### src/rtl/dfc_pkg.sv
// ----------------------------------------------------------------------------
// dfc_pkg
// Shared types and constants of the delayed feedback controller: ring
// geometry, word layouts, register indexes and pipeline records.
// ----------------------------------------------------------------------------
package dfc_pkg;

  // ring geometry
  localparam int unsigned RING_DEPTH     = 1024;
  localparam int unsigned MAX_COMPONENTS = 4;
  localparam int unsigned RAM_DEPTH      = RING_DEPTH * MAX_COMPONENTS;
  localparam int unsigned SLOT_W         = $clog2(RING_DEPTH);
  localparam int unsigned ADDR_W         = $clog2(RAM_DEPTH);
  localparam int unsigned LANE_CNT_W     = $clog2(MAX_COMPONENTS + 1);

  // fixed field widths
  localparam int unsigned SAMPLE_W = 16;
  localparam int unsigned COMP_W   = 2;
  localparam int unsigned GAIN_W   = 16;
  localparam int unsigned DELAY_W  = 10;
  localparam int unsigned DIMS_W   = 3;
  localparam int unsigned CFG_W    = 16;
  localparam int unsigned PROD_W   = 33;

  // register reset values
  localparam logic signed [GAIN_W-1:0] GAIN_RST  = 16'sd256;
  localparam logic [DELAY_W-1:0]       DELAY_RST = 10'd1;
  localparam logic [DIMS_W-1:0]        DIMS_RST  = 3'd1;

  // rounding and saturation
  localparam logic signed [PROD_W:0]     ROUND_HALF = 34'sd128;
  localparam logic signed [SAMPLE_W-1:0] CTRL_MAX   = 16'sh7fff;
  localparam logic signed [SAMPLE_W-1:0] CTRL_MIN   = 16'sh8000;

  // configuration register indexes
  typedef enum logic [1:0] {
    CFG_GAIN  = 2'd0,
    CFG_DELAY = 2'd1,
    CFG_DIMS  = 2'd2
  } dfc_cfg_e;

  // input word
  typedef struct packed {
    logic signed [SAMPLE_W-1:0] sample;
    logic [COMP_W-1:0]          component;
    logic                       last_component;
  } dfc_in_t;

  // output word
  typedef struct packed {
    logic signed [SAMPLE_W-1:0] control_value;
    logic [COMP_W-1:0]          component_out;
    logic                       last_out;
  } dfc_out_t;

  // item record traveling beside the ram read
  typedef struct packed {
    logic                       valid;
    logic                       in_range;
    logic signed [SAMPLE_W-1:0] sample;
    logic [COMP_W-1:0]          component;
    logic                       last;
  } dfc_stage_t;

  // history ram access
  typedef struct packed {
    logic                  we;
    logic [ADDR_W-1:0]     waddr;
    logic [SAMPLE_W-1:0]   wdata;
    logic                  re;
    logic [ADDR_W-1:0]     raddr;
  } dfc_ram_req_t;

endpackage

### src/rtl/dfc_math.sv
// ----------------------------------------------------------------------------
// dfc_math
// Control datapath: difference and gain product, then rounding and
// saturation into the output register.
// ----------------------------------------------------------------------------
module dfc_math (
  input  logic                                clk_i,
  input  logic                                rst_ni,
  input  dfc_pkg::dfc_stage_t                 s1_i,
  input  logic [dfc_pkg::SAMPLE_W-1:0]        delayed_i,
  input  logic signed [dfc_pkg::GAIN_W-1:0]   gain_i,
  output logic                                s1_adv_o,
  output logic                                out_valid_o,
  input  logic                                out_ready_i,
  output dfc_pkg::dfc_out_t                   out_data_o
);

  logic signed [dfc_pkg::SAMPLE_W:0]   diff;
  logic signed [dfc_pkg::PROD_W-1:0]   prod_d, prod_q;
  logic                                s2_valid_q;
  logic                                s2_in_range_q;
  logic [dfc_pkg::COMP_W-1:0]          s2_comp_q;
  logic                                s2_last_q;
  logic                                out_valid_q;
  dfc_pkg::dfc_out_t                   out_q;
  logic                                s2_adv;
  logic signed [dfc_pkg::PROD_W:0]     rounded;
  logic signed [dfc_pkg::PROD_W-8:0]   scaled;
  logic signed [dfc_pkg::SAMPLE_W-1:0] ctrl;

  // stage advance chain
  assign s2_adv   = !out_valid_q || out_ready_i;
  assign s1_adv_o = !s2_valid_q || s2_adv;

  // delayed minus current, times gain
  assign diff   = (dfc_pkg::SAMPLE_W + 1)'($signed(delayed_i))
                - (dfc_pkg::SAMPLE_W + 1)'(s1_i.sample);
  assign prod_d = dfc_pkg::PROD_W'(gain_i) * dfc_pkg::PROD_W'(diff);

  always_ff @(posedge clk_i or negedge rst_ni) begin
    if (!rst_ni) begin
      s2_valid_q <= 1'b0;
    end else if (s1_adv_o) begin
      s2_valid_q <= s1_i.valid;
    end
  end

  always_ff @(posedge clk_i) begin
    if (s1_adv_o && s1_i.valid) begin
      prod_q        <= prod_d;
      s2_in_range_q <= s1_i.in_range;
      s2_comp_q     <= s1_i.component;
      s2_last_q     <= s1_i.last;
    end
  end

  // round half up, drop the 8 fraction bits of the q8.8 gain, and saturate
  assign rounded = (dfc_pkg::PROD_W + 1)'(prod_q) + dfc_pkg::ROUND_HALF;
  assign scaled  = rounded[dfc_pkg::PROD_W:8];

  always_comb begin
    if (!s2_in_range_q) begin
      ctrl = '0;
    end else if (scaled > (dfc_pkg::PROD_W - 7)'(dfc_pkg::CTRL_MAX)) begin
      ctrl = dfc_pkg::CTRL_MAX;
    end else if (scaled < (dfc_pkg::PROD_W - 7)'(dfc_pkg::CTRL_MIN)) begin
      ctrl = dfc_pkg::CTRL_MIN;
    end else begin
      ctrl = scaled[dfc_pkg::SAMPLE_W-1:0];
    end
  end

  // output register
  always_ff @(posedge clk_i or negedge rst_ni) begin
    if (!rst_ni) begin
      out_valid_q <= 1'b0;
    end else if (s2_adv) begin
      out_valid_q <= s2_valid_q;
    end
  end

  always_ff @(posedge clk_i) begin
    if (s2_adv && s2_valid_q) begin
      out_q.control_value <= ctrl;
      out_q.component_out <= s2_comp_q;
      out_q.last_out      <= s2_last_q;
    end
  end

  assign out_valid_o = out_valid_q;
  assign out_data_o  = out_q;

endmodule

### config.mk
export PLATFORM = sky130hd
export DESIGN_NAME = dfc_math
export DESIGN_NICKNAME = d
export VERILOG_FILES = /design/src/rtl/dfc_pkg.sv /design/src/rtl/dfc_math.sv
export SDC_FILE = /design/constraint.sdc
export NUM_CORES = 1
export LEC_CHECK = 0
export BUFFER_PORTS_ARGS = -buffer_cell sky130_fd_sc_hd__buf_4
export CORE_MARGIN = 5
export CORE_UTILIZATION = 63
export CTS_CLUSTER_DIAMETER = 80
export CTS_CLUSTER_SIZE = 16
export DETAILED_ROUTE_END_ITERATION = 8
export PLACE_DENSITY = 0.82
export SYNTH_ARGS = -nofsm -noshare
export SYNTH_HDL_FRONTEND = slang
export SYNTH_SLANG_ARGS = --single-unit
export TNS_END_PERCENT = 50
### constraint.sdc
create_clock -name clk_i -period 3.3 [get_ports clk_i]
set_input_delay 0.33 -clock clk_i [delete_from_list [all_inputs] [get_ports clk_i]]
set_output_delay 0.33 -clock clk_i [all_outputs]
set_load 0.005 [all_outputs]
==> results.py <==
metrics = {
    "worst_setup_path": {
        "cp.arrival_ps": 7880,
        "cp.depth": 36,
        "crit_path_max_incr_delay_ps": 570,
        "start_kind": "input port",
        "rrSetupSlack_ps": 410,
        "rr_worst_depth": 9,
        "cp_slowest_cell": "fa_1",
        "critPathMaxFanout": 8,
        "cp_top_family": "adder cells",
        "cp.required_ps": 3340,
        "path_class": "input port to flip-flop",
        "crit_buf_inv": 11,
        "cp-end-kind": "flip-flop",
    },
    "yosys": {
        "ys_seq_area_frac": 0.1165,
        "ys_seq_elements": 51,
        "ys_types": 56,
        "synth.avg_cell_area_um2": 9.393,
        "synthArstFlopShare": 0.03922,
        "dominantRegCellSynth": "edfxtp_1",
        "ys_warn_count": 0,
        "netlist_area_um2": 13070,
        "synth-edff-count": 49,
        "synth.net_count": 1821,
        "netlist_instances": 1391,
    },
    "place": {
        "detailed_place_hpwl_mm": 25.89,
        "place_ws_ps": -4792,
        "dp_cells": 1887,
        "gp_congestion": 0.9205,
        "io_buffers": 76,
    },
    "sta": {
        "fin_skew_ps": 6.178,
        "slew_viol_final": 0,
        "grt_setup_unrepaired": "yes",
        "fmax_ghz": 0.1276,
        "min_period_ps": 7839,
        "hold_violations": 0,
        "fin_ws_ps": -4539,
        "setup-tns-final_ps": -102020,
        "holdWs_ps": 207.1,
        "period_share": 2.375,
        "setup_viol": 26,
        "tightest_slew_ps": 805.0,
        "max_slew_margin": 0.4633,
    },
    "status": {
        "outcome": "finished with violations",
        "violations": "setup timing",
    },
    "finish": {
        "drive_gt1_frac": 0.2664,
        "fin_cells": 1948,
        "nets": 2107,
        "syn2layout_area_growth_pct": 25.97,
        "layout_common_cells": "inv_1, buf_4, fa_1",
        "diodes": 0,
        "layout_commonest_cell": "inv_1",
    },
    "flow_run": {
        "drv_cap": 0,
    },
    "cts": {
        "cts_tree": "built",
        "insertion_delay_ps": 290,
        "cts_num_sinks": 51,
        "clk_pin_slew_ps": 70,
        "clockBufferDepth": 2,
        "numCtsBuffers": 5,
        "h-tree-depth": 2,
        "clk_root_buffer_cell": "clkbuf_16",
    },
    "detailed_routing": {
        "ant_nets": 0,
        "avgViaCountPerCell": 5.407,
        "num_vias": 10530,
        "drc": 0,
        "drtIter0Drc": 605,
        "drtPass1Iterations": 5,
        "post_drt_wl_per_cell_um": 17.53,
        "drt_wl_total_mm": 34.14,
    },
    "global_routing": {
        "track_usage": 0.2907,
        "antenna_found_initial": 0,
        "grt_max_degree": 31,
        "grt.overflow.total": 0,
        "grt_pass1_vias": 11910,
        "grt_pass1_wl_mm": 56.37,
    },
    "floorplanning": {
        "rows": 52,
        "core-area_um2": 20300,
        "die_area_um2": 23720,
        "start_util": 0.6436,
        "die_h_um": 154.0,
        "dieWidth_um": 154.0,
        "io_pins": 77,
    },
    "worst_hold_path": {
        "min_path_cells": 1,
        "min_path_type": "input port to flip-flop",
    },
}
==> layout make-up <==
| type | count | area (um2) |
|---|---|---|
| inverter | 352 | 1331 |
| sequential | 51 | 1521 |
| multi-input combinational | 948 | 10620 |
| tap | 270 | 337.8 |
| clock buffer | 5 | 125.1 |
| timing repair buffer | 319 | 2476 |
| clock inverter | 3 | 47.55 |
| fill | 1157 | 3841 |
==> state kept, by name, indices dropped and copies added (netlist names) <==
signal,flops
out_data_o,19
s2_comp_q,2
s2_in_range_q,1
prod_q,26
s2_valid_q,1
s2_last_q,1
out_valid_o,1
==> synthesized netlist by cell type (all sizes together), types with 8 or more instances <==
cell / count / share of area
nand3: 19 / 0.0073
ha: 98 / 0.094
clkbuf: 35 / 0.010
and2: 95 / 0.046
nand2b: 22 / 0.011
nand2: 136 / 0.039
nor2b: 38 / 0.018
fa: 276 / 0.42
a21o: 15 / 0.0087
nor2: 47 / 0.014
xnor2: 39 / 0.026
a21oi: 26 / 0.011
edfxtp: 49 / 0.11
and3: 15 / 0.0072
o21ai: 31 / 0.012
xor2: 20 / 0.013
nand3b: 10 / 0.0057
nand4: 8 / 0.0038
inv: 352 / 0.10
==> metrics by stage <==
step / instance area [um2] / utilization
CTS: 16210 / 0.7987
global placement: 15430 / 0.7599
finish: 16460 / 0.8108
detailed placement: 15430 / 0.7599
global route: 16460 / 0.8108
floorplan: 13280 / -
==> worst paths after layout <==
path / from / endpoint
worst max-delay path: delayed_i[0] / prod_q[27]$_DFFE_PP_
worst min-delay path: s1_i[0] / s2_last_q$_DFFE_PP_
worst max register to register: prod_q[9]$_DFFE_PP_ / out_data_o[14]$_SDFFCE_PN0P_
worst min register to register: s2_comp_q[1]$_DFFE_PP_ / out_data_o[2]$_DFFE_PP_
max in group asynchronous: rst_ni / s2_valid_q$_DFFE_PN0N_
min in group asynchronous: rst_ni / out_valid_o$_DFFE_PN0P_
==> worst reg2reg max path: stages, from the launching register on <==
cell	delay, ps
edfxtp_1	430
and4_1	320
nand4_1	290
nor3_2	360
nand3_1	150
o21ba_2	210
o22ai_1	140
nand4_1	150
nand3_1	360
o21ai_0	200
==> cell families after synthesis <==
kind of cell,after synthesis,share of synthesized area
xor gates and xnor gates,59,0.03955
and+or+nand+nor,414,0.1638
buffers and inverters,392,0.1131
adders and majority gates,374,0.5168
muxes,2,0.001628
AOI/OAI and AO/OA,99,0.04875
DFF,51,0.1165
==> metal layers <==
layer  global-route usage  share of wire  up-vias
met1               0.3439           0.36     5299
met2               0.5470           0.55      400
li1                     -              -     4733
met3              0.03710          0.059      101
met5                    0              0        -
met4              0.09209          0.034        0
==> repair_timing <==
action	CTS	global route
setup endpoints to repair	26	26
resized for setup	83	31
buffers inserted	45	16
pin swaps	74	36
hold endpoints to repair	2	0
hold buffers	1	0
Power is left out: the tool's default activity adds up to more than one toggle a clock period on the data nets, which glitch-free logic cannot reach.
