File: src/rtl/dfc_pkg.sv
// ----------------------------------------------------------------------------
// dfc_pkg
// Shared types and constants of the delayed feedback controller: ring
// geometry, word layouts, register indexes and pipeline records.
// ----------------------------------------------------------------------------
package dfc_pkg;

  // ring geometry
  localparam int unsigned RING_DEPTH     = 1024;
  localparam int unsigned MAX_COMPONENTS = 4;
  localparam int unsigned RAM_DEPTH      = RING_DEPTH * MAX_COMPONENTS;
  localparam int unsigned SLOT_W         = $clog2(RING_DEPTH);
  localparam int unsigned ADDR_W         = $clog2(RAM_DEPTH);
  localparam int unsigned LANE_CNT_W     = $clog2(MAX_COMPONENTS + 1);

  // fixed field widths
  localparam int unsigned SAMPLE_W = 16;
  localparam int unsigned COMP_W   = 2;
  localparam int unsigned GAIN_W   = 16;
  localparam int unsigned DELAY_W  = 10;
  localparam int unsigned DIMS_W   = 3;
  localparam int unsigned CFG_W    = 16;
  localparam int unsigned PROD_W   = 33;

  // register reset values
  localparam logic signed [GAIN_W-1:0] GAIN_RST  = 16'sd256;
  localparam logic [DELAY_W-1:0]       DELAY_RST = 10'd1;
  localparam logic [DIMS_W-1:0]        DIMS_RST  = 3'd1;

  // rounding and saturation
  localparam logic signed [PROD_W:0]     ROUND_HALF = 34'sd128;
  localparam logic signed [SAMPLE_W-1:0] CTRL_MAX   = 16'sh7fff;
  localparam logic signed [SAMPLE_W-1:0] CTRL_MIN   = 16'sh8000;

  // configuration register indexes
  typedef enum logic [1:0] {
    CFG_GAIN  = 2'd0,
    CFG_DELAY = 2'd1,
    CFG_DIMS  = 2'd2
  } dfc_cfg_e;

  // input word
  typedef struct packed {
    logic signed [SAMPLE_W-1:0] sample;
    logic [COMP_W-1:0]          component;
    logic                       last_component;
  } dfc_in_t;

  // output word
  typedef struct packed {
    logic signed [SAMPLE_W-1:0] control_value;
    logic [COMP_W-1:0]          component_out;
    logic                       last_out;
  } dfc_out_t;

  // item record traveling beside the ram read
  typedef struct packed {
    logic                       valid;
    logic                       in_range;
    logic signed [SAMPLE_W-1:0] sample;
    logic [COMP_W-1:0]          component;
    logic                       last;
  } dfc_stage_t;

  // history ram access
  typedef struct packed {
    logic                  we;
    logic [ADDR_W-1:0]     waddr;
    logic [SAMPLE_W-1:0]   wdata;
    logic                  re;
    logic [ADDR_W-1:0]     raddr;
  } dfc_ram_req_t;

endpackage

File: src/rtl/dfc_front.sv
// ----------------------------------------------------------------------------
// dfc_front
// Front end: configuration registers, write slot pointer, clearing sweep
// of the history ram, ring address generation and the first pipeline stage.
// ----------------------------------------------------------------------------
module dfc_front (
  input  logic                                clk_i,
  input  logic                                rst_ni,
  // configuration
  input  logic                                cfg_valid_i,
  output logic                                cfg_ready_o,
  input  logic [1:0]                          cfg_index_i,
  input  logic [dfc_pkg::CFG_W-1:0]           cfg_data_i,
  // input words
  input  logic                                in_valid_i,
  output logic                                in_ready_o,
  input  dfc_pkg::dfc_in_t                    in_data_i,
  // toward the datapath
  input  logic                                s1_adv_i,
  output dfc_pkg::dfc_stage_t                 s1_o,
  output logic signed [dfc_pkg::GAIN_W-1:0]   gain_o,
  // history ram
  output dfc_pkg::dfc_ram_req_t               ram_req_o
);

  logic signed [dfc_pkg::GAIN_W-1:0] gain_q;
  logic [dfc_pkg::DELAY_W-1:0]       delay_q;
  logic [dfc_pkg::DIMS_W-1:0]        dims_q;
  logic [dfc_pkg::SLOT_W-1:0]        wslot_q, wslot_d;
  logic                              clearing_q;
  logic [dfc_pkg::ADDR_W-1:0]        clr_addr_q;
  logic                              s1_valid_q, s1_valid_d;
  dfc_pkg::dfc_stage_t               s1_q;

  logic                              accept;
  logic [dfc_pkg::LANE_CNT_W-1:0]    lanes;
  logic                              in_range;
  logic [dfc_pkg::SLOT_W-1:0]        delay_eff;
  logic [dfc_pkg::SLOT_W-1:0]        rd_slot;
  logic [dfc_pkg::SLOT_W-1:0]        next_slot;
  logic [dfc_pkg::SLOT_W:0]          wrap_sum;
  logic [dfc_pkg::ADDR_W-1:0]        rd_addr;
  logic [dfc_pkg::ADDR_W-1:0]        wr_addr;

  assign cfg_ready_o = 1'b1;

  // configuration registers
  always_ff @(posedge clk_i or negedge rst_ni) begin
    if (!rst_ni) begin
      gain_q  <= dfc_pkg::GAIN_RST;
      delay_q <= dfc_pkg::DELAY_RST;
      dims_q  <= dfc_pkg::DIMS_RST;
    end else if (cfg_valid_i) begin
      unique case (cfg_index_i)
        dfc_pkg::CFG_GAIN:  gain_q  <= $signed(cfg_data_i[dfc_pkg::GAIN_W-1:0]);
        dfc_pkg::CFG_DELAY: delay_q <= cfg_data_i[dfc_pkg::DELAY_W-1:0];
        dfc_pkg::CFG_DIMS:  dims_q  <= cfg_data_i[dfc_pkg::DIMS_W-1:0];
        default: ;
      endcase
    end
  end

  assign gain_o = gain_q;

  // effective lane count and delay
  always_comb begin
    if (dims_q == '0) begin
      lanes = dfc_pkg::LANE_CNT_W'(1);
    end else if (32'(dims_q) > dfc_pkg::MAX_COMPONENTS) begin
      lanes = dfc_pkg::LANE_CNT_W'(dfc_pkg::MAX_COMPONENTS);
    end else begin
      lanes = dfc_pkg::LANE_CNT_W'(dims_q);
    end
    if (delay_q == '0 || 32'(delay_q) >= dfc_pkg::RING_DEPTH) begin
      delay_eff = dfc_pkg::SLOT_W'(1);
    end else begin
      delay_eff = dfc_pkg::SLOT_W'(delay_q);
    end
  end

  assign in_range = 32'(in_data_i.component) < 32'(lanes);

  // ring slots: read delay steps back, write one ahead
  always_comb begin
    wrap_sum = (dfc_pkg::SLOT_W + 1)'(wslot_q) + (dfc_pkg::SLOT_W + 1)'(dfc_pkg::RING_DEPTH)
             - (dfc_pkg::SLOT_W + 1)'(delay_eff);
    if (wslot_q >= delay_eff) begin
      rd_slot = wslot_q - delay_eff;
    end else begin
      rd_slot = wrap_sum[dfc_pkg::SLOT_W-1:0];
    end
    if (32'(wslot_q) == dfc_pkg::RING_DEPTH - 1) begin
      next_slot = '0;
    end else begin
      next_slot = wslot_q + dfc_pkg::SLOT_W'(1);
    end
  end

  assign rd_addr = dfc_pkg::ADDR_W'(rd_slot) * dfc_pkg::ADDR_W'(dfc_pkg::MAX_COMPONENTS)
                 + dfc_pkg::ADDR_W'(in_data_i.component);
  assign wr_addr = dfc_pkg::ADDR_W'(next_slot) * dfc_pkg::ADDR_W'(dfc_pkg::MAX_COMPONENTS)
                 + dfc_pkg::ADDR_W'(in_data_i.component);

  // handshake
  assign in_ready_o = !clearing_q && (!s1_valid_q || s1_adv_i);
  assign accept     = in_valid_i && in_ready_o;

  // ram port: clearing sweep first, then item writes
  always_comb begin
    ram_req_o.re    = accept;
    ram_req_o.raddr = rd_addr;
    if (clearing_q) begin
      ram_req_o.we    = 1'b1;
      ram_req_o.waddr = clr_addr_q;
      ram_req_o.wdata = '0;
    end else begin
      ram_req_o.we    = accept && in_range;
      ram_req_o.waddr = wr_addr;
      ram_req_o.wdata = in_data_i.sample;
    end
  end

  // clearing sweep after reset
  always_ff @(posedge clk_i or negedge rst_ni) begin
    if (!rst_ni) begin
      clearing_q <= 1'b1;
      clr_addr_q <= '0;
    end else if (clearing_q) begin
      clr_addr_q <= clr_addr_q + dfc_pkg::ADDR_W'(1);
      if (32'(clr_addr_q) == dfc_pkg::RAM_DEPTH - 1) begin
        clearing_q <= 1'b0;
      end
    end
  end

  // write slot advance on the last component
  assign wslot_d = (accept && in_data_i.last_component) ? next_slot : wslot_q;

  always_ff @(posedge clk_i or negedge rst_ni) begin
    if (!rst_ni) begin
      wslot_q <= '0;
    end else begin
      wslot_q <= wslot_d;
    end
  end

  // first stage, aligned with the ram read data
  always_comb begin
    if (accept) begin
      s1_valid_d = 1'b1;
    end else if (s1_adv_i) begin
      s1_valid_d = 1'b0;
    end else begin
      s1_valid_d = s1_valid_q;
    end
  end

  always_ff @(posedge clk_i or negedge rst_ni) begin
    if (!rst_ni) begin
      s1_valid_q <= 1'b0;
    end else begin
      s1_valid_q <= s1_valid_d;
    end
  end

  always_ff @(posedge clk_i) begin
    if (accept) begin
      s1_q.valid     <= 1'b1;
      s1_q.in_range  <= in_range;
      s1_q.sample    <= in_data_i.sample;
      s1_q.component <= in_data_i.component;
      s1_q.last      <= in_data_i.last_component;
    end
  end

  always_comb begin
    s1_o       = s1_q;
    s1_o.valid = s1_valid_q;
  end

endmodule

File: config.mk
export PLATFORM = sky130hd
export DESIGN_NAME = dfc_front
export DESIGN_NICKNAME = d
export VERILOG_FILES = /design/src/rtl/dfc_pkg.sv /design/src/rtl/dfc_front.sv
export SDC_FILE = /design/constraint.sdc
export NUM_CORES = 1
export LEC_CHECK = 0
export ABC_CLOCK_PERIOD_IN_PS = 2300
export BUFFER_PORTS_ARGS = -buffer_cell sky130_fd_sc_hd__buf_4
export CAP_MARGIN = 20
export CORE_MARGIN = 1
export CORE_UTILIZATION = 46
export DETAILED_ROUTE_END_ITERATION = 7
export PLACE_DENSITY = 0.87
export SLEW_MARGIN = 40
export SYNTH_ARGS = -nofsm -noshare
export SYNTH_HDL_FRONTEND = slang
export SYNTH_SLANG_ARGS = --single-unit
File: constraint.sdc
create_clock -name clk_i -period 2.3 [get_ports clk_i]
set_input_delay 0.345 -clock clk_i [delete_from_list [all_inputs] [get_ports clk_i]]
set_output_delay 0.345 -clock clk_i [all_outputs]
set_load 0.01 [all_outputs]
==> load_flow_metrics.sql, run 1 <==
INSERT INTO impl_metrics (metric_group, metric, value, unit) VALUES
('critical_path', 'cp.arrival', '2650', 'ps'),
('critical_path', 'timing_worst_setup_path_type', 'flop to output port', ''),
('clock_tree', 'cts-buffers-inserted', '9', ''),
('synth', 'yosysUniqueCellTypes', '51', ''),
('detailed_routing', 'antenna_left', '0', ''),
('synth', 'synth.net_count', '377', ''),
('die', 'core_region_area', '7767', 'um^2'),
('finish', 'seqCellArea', '1932', 'um^2'),
('status', 'violations', 'negative setup slack', ''),
('power_and_ir_drop', 'clkPwrFrac', '0.250', ''),
('timing', 'layout_worst_path_cycle_share', '1.300', ''),
('critical_path', 'crit_fanout', '2', ''),
('synth', 'synthXorXnorAreaFrac', '0.07275', ''),
('die', 'die_height', '92.08', 'um'),
('clock_tree', 'clock_tree.htree_level_count', '3', ''),
('synth', 'largest_family_of_logic_cells_by_synthesized_area', 'simple AND/OR/NAND/NOR gates', ''),
('detailed_routing', 'drc', '0', ''),
('place', 'numPlacedInstances', '553', ''),
('power_and_ir_drop', 'worst_ir_drop_vdd', '0.7101', 'mV'),
('clock_tree', 'tritoncts', 'built', ''),
('synth', 'synth_sequential_area_ratio', '0.5176', ''),
('detailed_routing', 'via_per_inst', '5.061', ''),
('place', 'detailed_place_hpwl', '6.235', 'mm'),
('global_route', 'grt_start_max_net_pins', '54', ''),
('detailed_routing', 'detailedRoute.firstPassIterationCount', '4', ''),
('job', 'max_cap_violations', '0', ''),
('power_and_ir_drop', 'portion_of_total_power_attributed_to_sequential_cells', '0.312', ''),
('power_and_ir_drop', 'power.share.combinational', '0.437', ''),
('power_and_ir_drop', 'switching_power', '0.001677', 'W'),
('finish', 'post_layout_nonfiller_instances', '578', ''),
('timing', 'worst_slew_margin_rel', '0.5598', ''),
('synth', 'async_flop_share', '0.7260', ''),
('global_route', 'global_route_wire_length_before_repair', '13.53', 'mm'),
('die', 'top_level_ports', '123', ''),
('place', 'gp_congestion', '0.9195', ''),
('synth', 'synth_simple_gate_area_share', '0.1576', ''),
('die', 'rows', '32', ''),
('critical_path', 'crit_path_end_kind', 'output port', ''),
('die', 'start_util', '0.4805', ''),
('power_and_ir_drop', 'cell_internal_pwr', '0.003546', 'W'),
('critical_path', 'worstSetupStartpointType', 'flop', ''),
('finish', 'area_delta_synth_final', '43.08', '%'),
('global_route', 'grt_util_all_layers', '0.2039', ''),
('power_and_ir_drop', 'lkg_pwr', '2.473', 'nW'),
('finish', 'final_core_util', '0.6875', ''),
('power_and_ir_drop', 'power-per-cell-area', '978.0', 'nW/um^2'),
('synth', 'ys_dominant_reg_cell', 'dfrtp_1', ''),
('die', 'die_x_extent', '92.08', 'um'),
('power_and_ir_drop', 'switching_share', '0.3210', ''),
('timing', 'final_period_minus_worst_setup_slack', '2991', 'ps'),
('synth', 'yosys_warnings', '0', ''),
('global_route', 'first_global_vias', '2872', ''),
('critical_path', 'worstPathRequired', '1960', 'ps'),
('finish', 'drive_above_1_share', '0.4874', ''),
('die', 'die_footprint', '8478', 'um^2'),
('timing', 'hold_violations', '0', ''),
('global_route', 'grt_overflow_total', '0', ''),
('worst_hold_path', 'hold_path_class', 'primary input to asynchronous set/reset pin', ''),
('synth', 'synthAdderAreaFrac', '0.04559', ''),
('finish', 'num-nets-final', '526', ''),
('synth', 'synth_compound_area_frac', '0.07107', ''),
('detailed_routing', 'count_of_routing_violations_after_the_opening_detailed_route_iteration', '74', ''),
('clock_tree', 'numClockSinks', '73', ''),
('timing', 'setup_viol_count_final', '9', ''),
('timing', 'timing.final.max_slew_violations', '0', ''),
('synth', 'syn-cell-area', '3732', 'um^2'),
('synth', 'synth-edff-count', '20', ''),
('status', 'outcome', 'finished with violations', ''),
('timing', 'final_critical_path_setup_slack', '-690.5', 'ps'),
('timing', 'maxClockFrequency', '334.4', 'MHz'),
('detailed_routing', 'postRouteWirelength', '8.508', 'mm');
[through the flow]
step | TNS, ps | area [um^2] | setup slack (ps) | total power, W | hold slack, ps
after CTS | -2936 | 5184 | -660.0 | 0.004985 | 56.09
final | -3644 | 5340 | -690.5 | 0.005223 | 48.27
after global placement | -747.9 | 4868 | -345.8 | 0.003539 | 418.3
after detailed placement | -840.9 | 4868 | -361.9 | 0.003584 | 430.1
after global routing | -4589 | 5340 | -796.1 | 0.005508 | 91.78
after floorplan | -58.35 | 3735 | -58.35 | 0.002660 | 49.41
[final timing paths]
kind / slack (ps) / cells past startpoint / from / endpoint
max in group asynchronous: 1820 / 1 / rst_ni / delay_q[5]$_DFFE_PN0P_
worst max-delay path: -690 / 10 / delay_q[5]$_DFFE_PN0P_ / ram_req_o[10]
worst min register to register: 490 / 1 / clr_addr_q[8]$_DFFE_PN0P_ / clr_addr_q[8]$_DFFE_PN0P_
min in group clk_i: 190 / 1 / in_data_i[10] / s1_o[10]$_DFFE_PP_
worst min-delay path: 50 / 1 / rst_ni / wslot_q[5]$_DFFE_PN0P_
worst max register to register: 630 / 8 / wslot_q[0]$_DFFE_PN0P_ / wslot_q[7]$_DFFE_PN0P_
[registers in the layout, summed over array words and instances, names as in the netlist]
| name | flops |
|---|---|
| s1_o | 20 |
| gain_o | 16 |
| clr_addr_q | 12 |
| delay_q | 10 |
| wslot_q | 10 |
| dims_q | 3 |
| clearing_q | 1 |
| s1_valid_q | 1 |
[synthesized netlist by cell type, types with 3 or more instances]
| cell type | number | share of area |
|---|---|---|
| nand2_1 | 29 | 0.029 |
| o21ai_1 | 10 | 0.013 |
| dfstp_2 | 4 | 0.028 |
| nand3b_1 | 3 | 0.0060 |
| buf_4 | 5 | 0.010 |
| mux2_1 | 5 | 0.015 |
| nor2_1 | 16 | 0.016 |
| or3_1 | 3 | 0.0050 |
| nand4_1 | 3 | 0.0050 |
| xnor2_1 | 24 | 0.056 |
| inv_1 | 16 | 0.016 |
| xor2_1 | 7 | 0.016 |
| a21o_1 | 4 | 0.0080 |
| dfrtp_1 | 49 | 0.33 |
| o31ai_1 | 3 | 0.0060 |
| buf_2 | 4 | 0.0054 |
| nand2b_1 | 5 | 0.0084 |
| a21oi_1 | 6 | 0.0080 |
| ha_1 | 12 | 0.040 |
| mux2_2 | 27 | 0.081 |
| nand3_1 | 7 | 0.0094 |
| buf_1 | 3 | 0.0030 |
| nor2b_1 | 18 | 0.030 |
| edfxtp_1 | 20 | 0.16 |
[cells in the final DEF (no fill, tap or decap), types with 9 or more instances in the layout]
| cell type | synthesis | layout |
|---|---|---|
| clkbuf_8 | 0 | 9 |
| inv_1 | 16 | 14 |
| ha_1 | 12 | 10 |
| xnor2_1 | 24 | 22 |
| o21ai_1 | 10 | 10 |
| dfrtp_1 | 49 | 49 |
| nand2_1 | 29 | 29 |
| edfxtp_1 | 20 | 20 |
| nor2_1 | 16 | 15 |
| nor2b_1 | 18 | 18 |
| buf_4 | 5 | 150 |
| mux2_2 | 27 | 27 |
[cell type report]
cell class | instances | share of cell area
tap | 102 | 0.02390
clock inverter | 5 | 0.02413
inverter | 16 | 0.01125
multi-input combinational | 218 | 0.3372
timing repair buffer | 153 | 0.2172
clock buffer | 11 | 0.02460
sequential | 73 | 0.3618
[critical path, stage by stage (launching register included)]
cell and delay (ps):
dfrtp_1 410, nor4_4 310, a31o_2 220, ha_4 140, fa_2 220, inv_2 30, a21o_1 170, a41o_1 270
o41ai_2 240, xnor2_1 160, buf_4 140
[power by group through the flow]
stage          Combinational (W)  Sequential, W  Clock (W)
3_3_place_gp             0.00191        0.00163          0
4_1_cts                  0.00203        0.00162    0.00133
3_5_place_dp             0.00194        0.00164          0
5_1_grt                  0.00247        0.00165    0.00138
2_1_floorplan           0.000954        0.00171          0
6_report                 0.00228        0.00163    0.00131
[logic make-up after synthesis]
kind of cell	after synthesis
AO/OA/AOI/OAI	38
XOR/XNOR	31
adder cells (fa/ha/maj)	13
buffers and inverters	31
flip-flops	73
multiplexers	32
other	1
AND/OR/NAND/NOR	103
[layer usage]
metal  wire, um  GRT usage
met3        551    0.04892
met1       3654     0.2539
met4         99    0.06380
met2       4202     0.3495
met5          0          0
[timing repair]
item | 4_1_cts | 5_1_grt
endpoints found under the setup margin | 14 | 16
hold buffers | 0 | 0
resized for setup | 10 | 17
setup buffers | 1 | 8
pin swaps | 6 | 18
Note: power is estimated with default switching activity, not from simulation.
==> run 2: changes to the inputs <==
--- a/config.mk
+++ b/config.mk
@@ -6,7 +6,7 @@
 export NUM_CORES = 1
 export LEC_CHECK = 0
 export ABC_CLOCK_PERIOD_IN_PS = 2300
-export BUFFER_PORTS_ARGS = -buffer_cell sky130_fd_sc_hd__buf_4
+export BUFFER_PORTS_ARGS = -buffer_cell sky130_fd_sc_hd__buf_2
 export CAP_MARGIN = 20
 export CORE_MARGIN = 1
 export CORE_UTILIZATION = 46
==> run 2 against run 1 <==
Net effect: the flow still finishes with violations (negative setup slack); maximum frequency grew 0.35%; first-iteration DRC count grew 23%; total power shrank 5.7%; register-to-register slack lost 100 ps; critical endpoint unchanged.
==> load_flow_metrics.sql, run 2 (synthesis gave the netlist of run 1 again) <==
INSERT INTO impl_metrics (metric_group, metric, value, unit) VALUES
('status', 'outcome', 'finished with violations', ''),
('status', 'violations', 'negative setup slack', ''),
('critical_path', 'worstPathBufferInverterCount', '2', ''),
('die', 'die_x_extent', '92.08', 'um'),
('finish', 'num-nets-final', '530', ''),
('detailed_routing', 'wl_per_cell', '14.83', 'um'),
('detailed_routing', 'via_per_inst', '5.040', ''),
('detailed_routing', 'postRouteWirelength', '8.629', 'mm'),
('global_route', 'grt_overflow_total', '0', ''),
('global_route', 'global_route_wire_length_before_repair', '13.82', 'mm'),
('finish', 'layout.cells.most_common_list', 'buf_2, dfrtp_1, buf_4', ''),
('timing', 'setup_viol_count_final', '9', ''),
('die', 'core_region_area', '7767', 'um^2'),
('timing', 'final_period_minus_worst_setup_slack', '2980', 'ps'),
('critical_path', 'timing_worst_setup_path_type', 'flop to output port', ''),
('timing', 'maxClockFrequency', '335.6', 'MHz'),
('critical_path', 'cpMaxStageDelayCell', 'dfrtp_1', ''),
('worst_hold_path', 'hold_path_class', 'primary input to asynchronous set/reset pin', ''),
('timing', 'worst_slew_margin_rel', '0.5709', ''),
('finish', 'fillCellCount', '611', ''),
('detailed_routing', 'drc', '0', ''),
('timing', 'fin_skew', '10.20', 'ps'),
('detailed_routing', 'antenna_left', '0', ''),
('finish', 'antenna_cells', '0', ''),
('die', 'rows', '32', ''),
('critical_path', 'max_incr_delay_on_cp', '410', 'ps'),
('global_route', 'grt_util_all_layers', '0.2070', ''),
('global_route', 'groute.layer.met2.usage', '0.3514', ''),
('finish', 'post_layout_nonfiller_instances', '582', ''),
('finish', 'area_delta_synth_final', '35.84', '%'),
('clock_tree', 'worst_skew_pair.late_latency', '350', 'ps'),
('critical_path', 'worstRegToRegCells', '5', ''),
('die', 'start_util', '0.4805', ''),
('clock_tree', 'cts.hold.buffers_added', '0', ''),
('clock_tree', 'cts-buffers-inserted', '9', ''),
('power_and_ir_drop', 'lkg_pwr', '2.385', 'nW'),
('global_route', 'grt.met1_usage', '0.2577', ''),
('finish', 'flip_flop_count_of_the_largest_register_all_copies_and_words_added', '20', ''),
('critical_path', 'cp.arrival', '2630', 'ps'),
('power_and_ir_drop', 'power-per-cell-area', '971.6', 'nW/um^2'),
('clock_tree', 'clock_tree.htree_level_count', '3', ''),
('global_route', 'grtUsageMet3', '0.04312', ''),
('die', 'top_level_ports', '123', ''),
('place', 'detailed_place_hpwl', '6.432', 'mm'),
('detailed_routing', 'vias', '2933', ''),
('finish', 'drive_above_1_share', '0.5042', ''),
('critical_path', 'crit_fanout', '2', ''),
('die', 'die_footprint', '8478', 'um^2'),
('clock_tree', 'tritoncts', 'built', ''),
('die', 'die_height', '92.08', 'um'),
('global_route', 'grt_busiest_layer', 'met2', ''),
('finish', 'layout.cells.most_common', 'buf_2', ''),
('finish', 'seqCellArea', '1933', 'um^2'),
('timing', 'timing.final.max_slew_violations', '0', ''),
('clock_tree', 'path_clk_slew', '80', 'ps'),
('critical_path', 'cpLargestDelayFamily', 'compound AO/OA/AOI/OAI gates', ''),
('timing', 'layout_worst_path_cycle_share', '1.296', ''),
('critical_path', 'cp_num_cells', '10', ''),
('place', 'port_buffer_cells', '121', ''),
('global_route', 'grt_start_max_net_pins', '30', ''),
('critical_path', 'worst_setup_path_startpoint', 'delay_q[9]$_DFFE_PN0P_', ''),
('critical_path', 'r2r_startpoint', 's1_valid_q$_DFFE_PN0P_', ''),
('power_and_ir_drop', 'worst_ir_drop_vdd', '0.7182', 'mV'),
('critical_path', 'worstPathCellList', 'nor4_4, a31o_2, ha_4, fa_2, inv_2, a21o_1, a41o_1, o41ai_2, xnor2_1, buf_2', ''),
('place', 'numPlacedInstances', '556', ''),
('timing', 'final_critical_path_setup_slack', '-680.0', 'ps'),
('global_route', 'first_global_vias', '2958', ''),
('timing', 'worstMarginPinSlew', '643.7', 'ps'),
('detailed_routing', 'detailedRoute.firstPassIterationCount', '4', ''),
('clock_tree', 'cts_root_buffer', 'clkbuf_8', ''),
('critical_path', 'worstPathRequired', '1960', 'ps'),
('place', 'gp_congestion', '0.8637', ''),
('clock_tree', 'numClockSinks', '73', ''),
('global_route', 'initial_antenna_violation_count', '0', ''),
('critical_path', 'crit_path_end_kind', 'output port', ''),
('timing', 'unrepaired_setup_endpoints_after_global_routing', 'true', ''),
('place', 'worst_setup_slack_before_clock_tree_synthesis', '-425.9', 'ps'),
('critical_path', 'worstSetupStartpointType', 'flop', ''),
('timing', 'hold_violations', '0', ''),
('finish', 'area_of_the_multi_input_gates', '1829', 'um^2'),
('detailed_routing', 'count_of_routing_violations_after_the_opening_detailed_route_iteration', '91', ''),
('clock_tree', 'clock_path_buffers', '2', ''),
('job', 'max_cap_violations', '0', '');
[run 2: area by class of cell]
class	count	share of cell area
Timing Repair Buffer	157	0.1777
Sequential cell	73	0.3813
Clock inverter	7	0.01876
Inverter	16	0.01185
Tap cell	102	0.02517
Clock buffer	9	0.02443
Multi-Input combinational cell	218	0.3608
[run 2: routing by layer]
metal  vias up  routed length, um
met5         -                  0
met4         0                121
met3        12                488
met2       118               4349
met1      1392               3670
li1       1411                  -
[run 2: worst paths after layout]
kind / end / slack (ps)
worst max-delay path: ram_req_o[10] / -680
worst min-delay path: wslot_q[5]$_DFFE_PN0P_ / 20
worst max register to register: wslot_q[2]$_DFFE_PN0P_ / 530
worst min register to register: gain_o[10]$_DFFE_PN0P_ / 480
max in group asynchronous: clearing_q$_DFF_PN1_ / 1540
min in group clk_i: s1_o[16]$_DFFE_PP_ / 190
[run 2: per-stage QoR]
stage	setup TNS [ps]	instance area [um^2]	power, W	hold slack (ps)	utilization
floorplan	-58.35	3735	0.002660	49.41	-
CTS	-3413	4895	0.004626	34.98	0.6302
global route	-5055	5070	0.005200	69.93	0.6527
global placement	-819.2	4588	0.003343	389.2	0.5907
finish	-4023	5070	0.004926	17.55	0.6527
detailed placement	-1245	4588	0.003392	410.5	0.5907
[run 2: repair_timing]
action / CTS / global route
buffers inserted: 3 / 7
resized for setup: 13 / 23
endpoints found under the setup margin: 15 / 15
pin swaps: 10 / 11
[run 2: power breakdown]
part / leakage [nW] / internal, W / total, W / switching, W
logic: 1.43 / 0.00108 / 0.00220 / 0.00112
registers: 0.843 / 0.00152 / 0.00163 / 0.000113
clock network: 0.109 / 0.000610 / 0.00110 / 0.000488
total: 2.39 / 0.00321 / 0.00493 / 0.00172
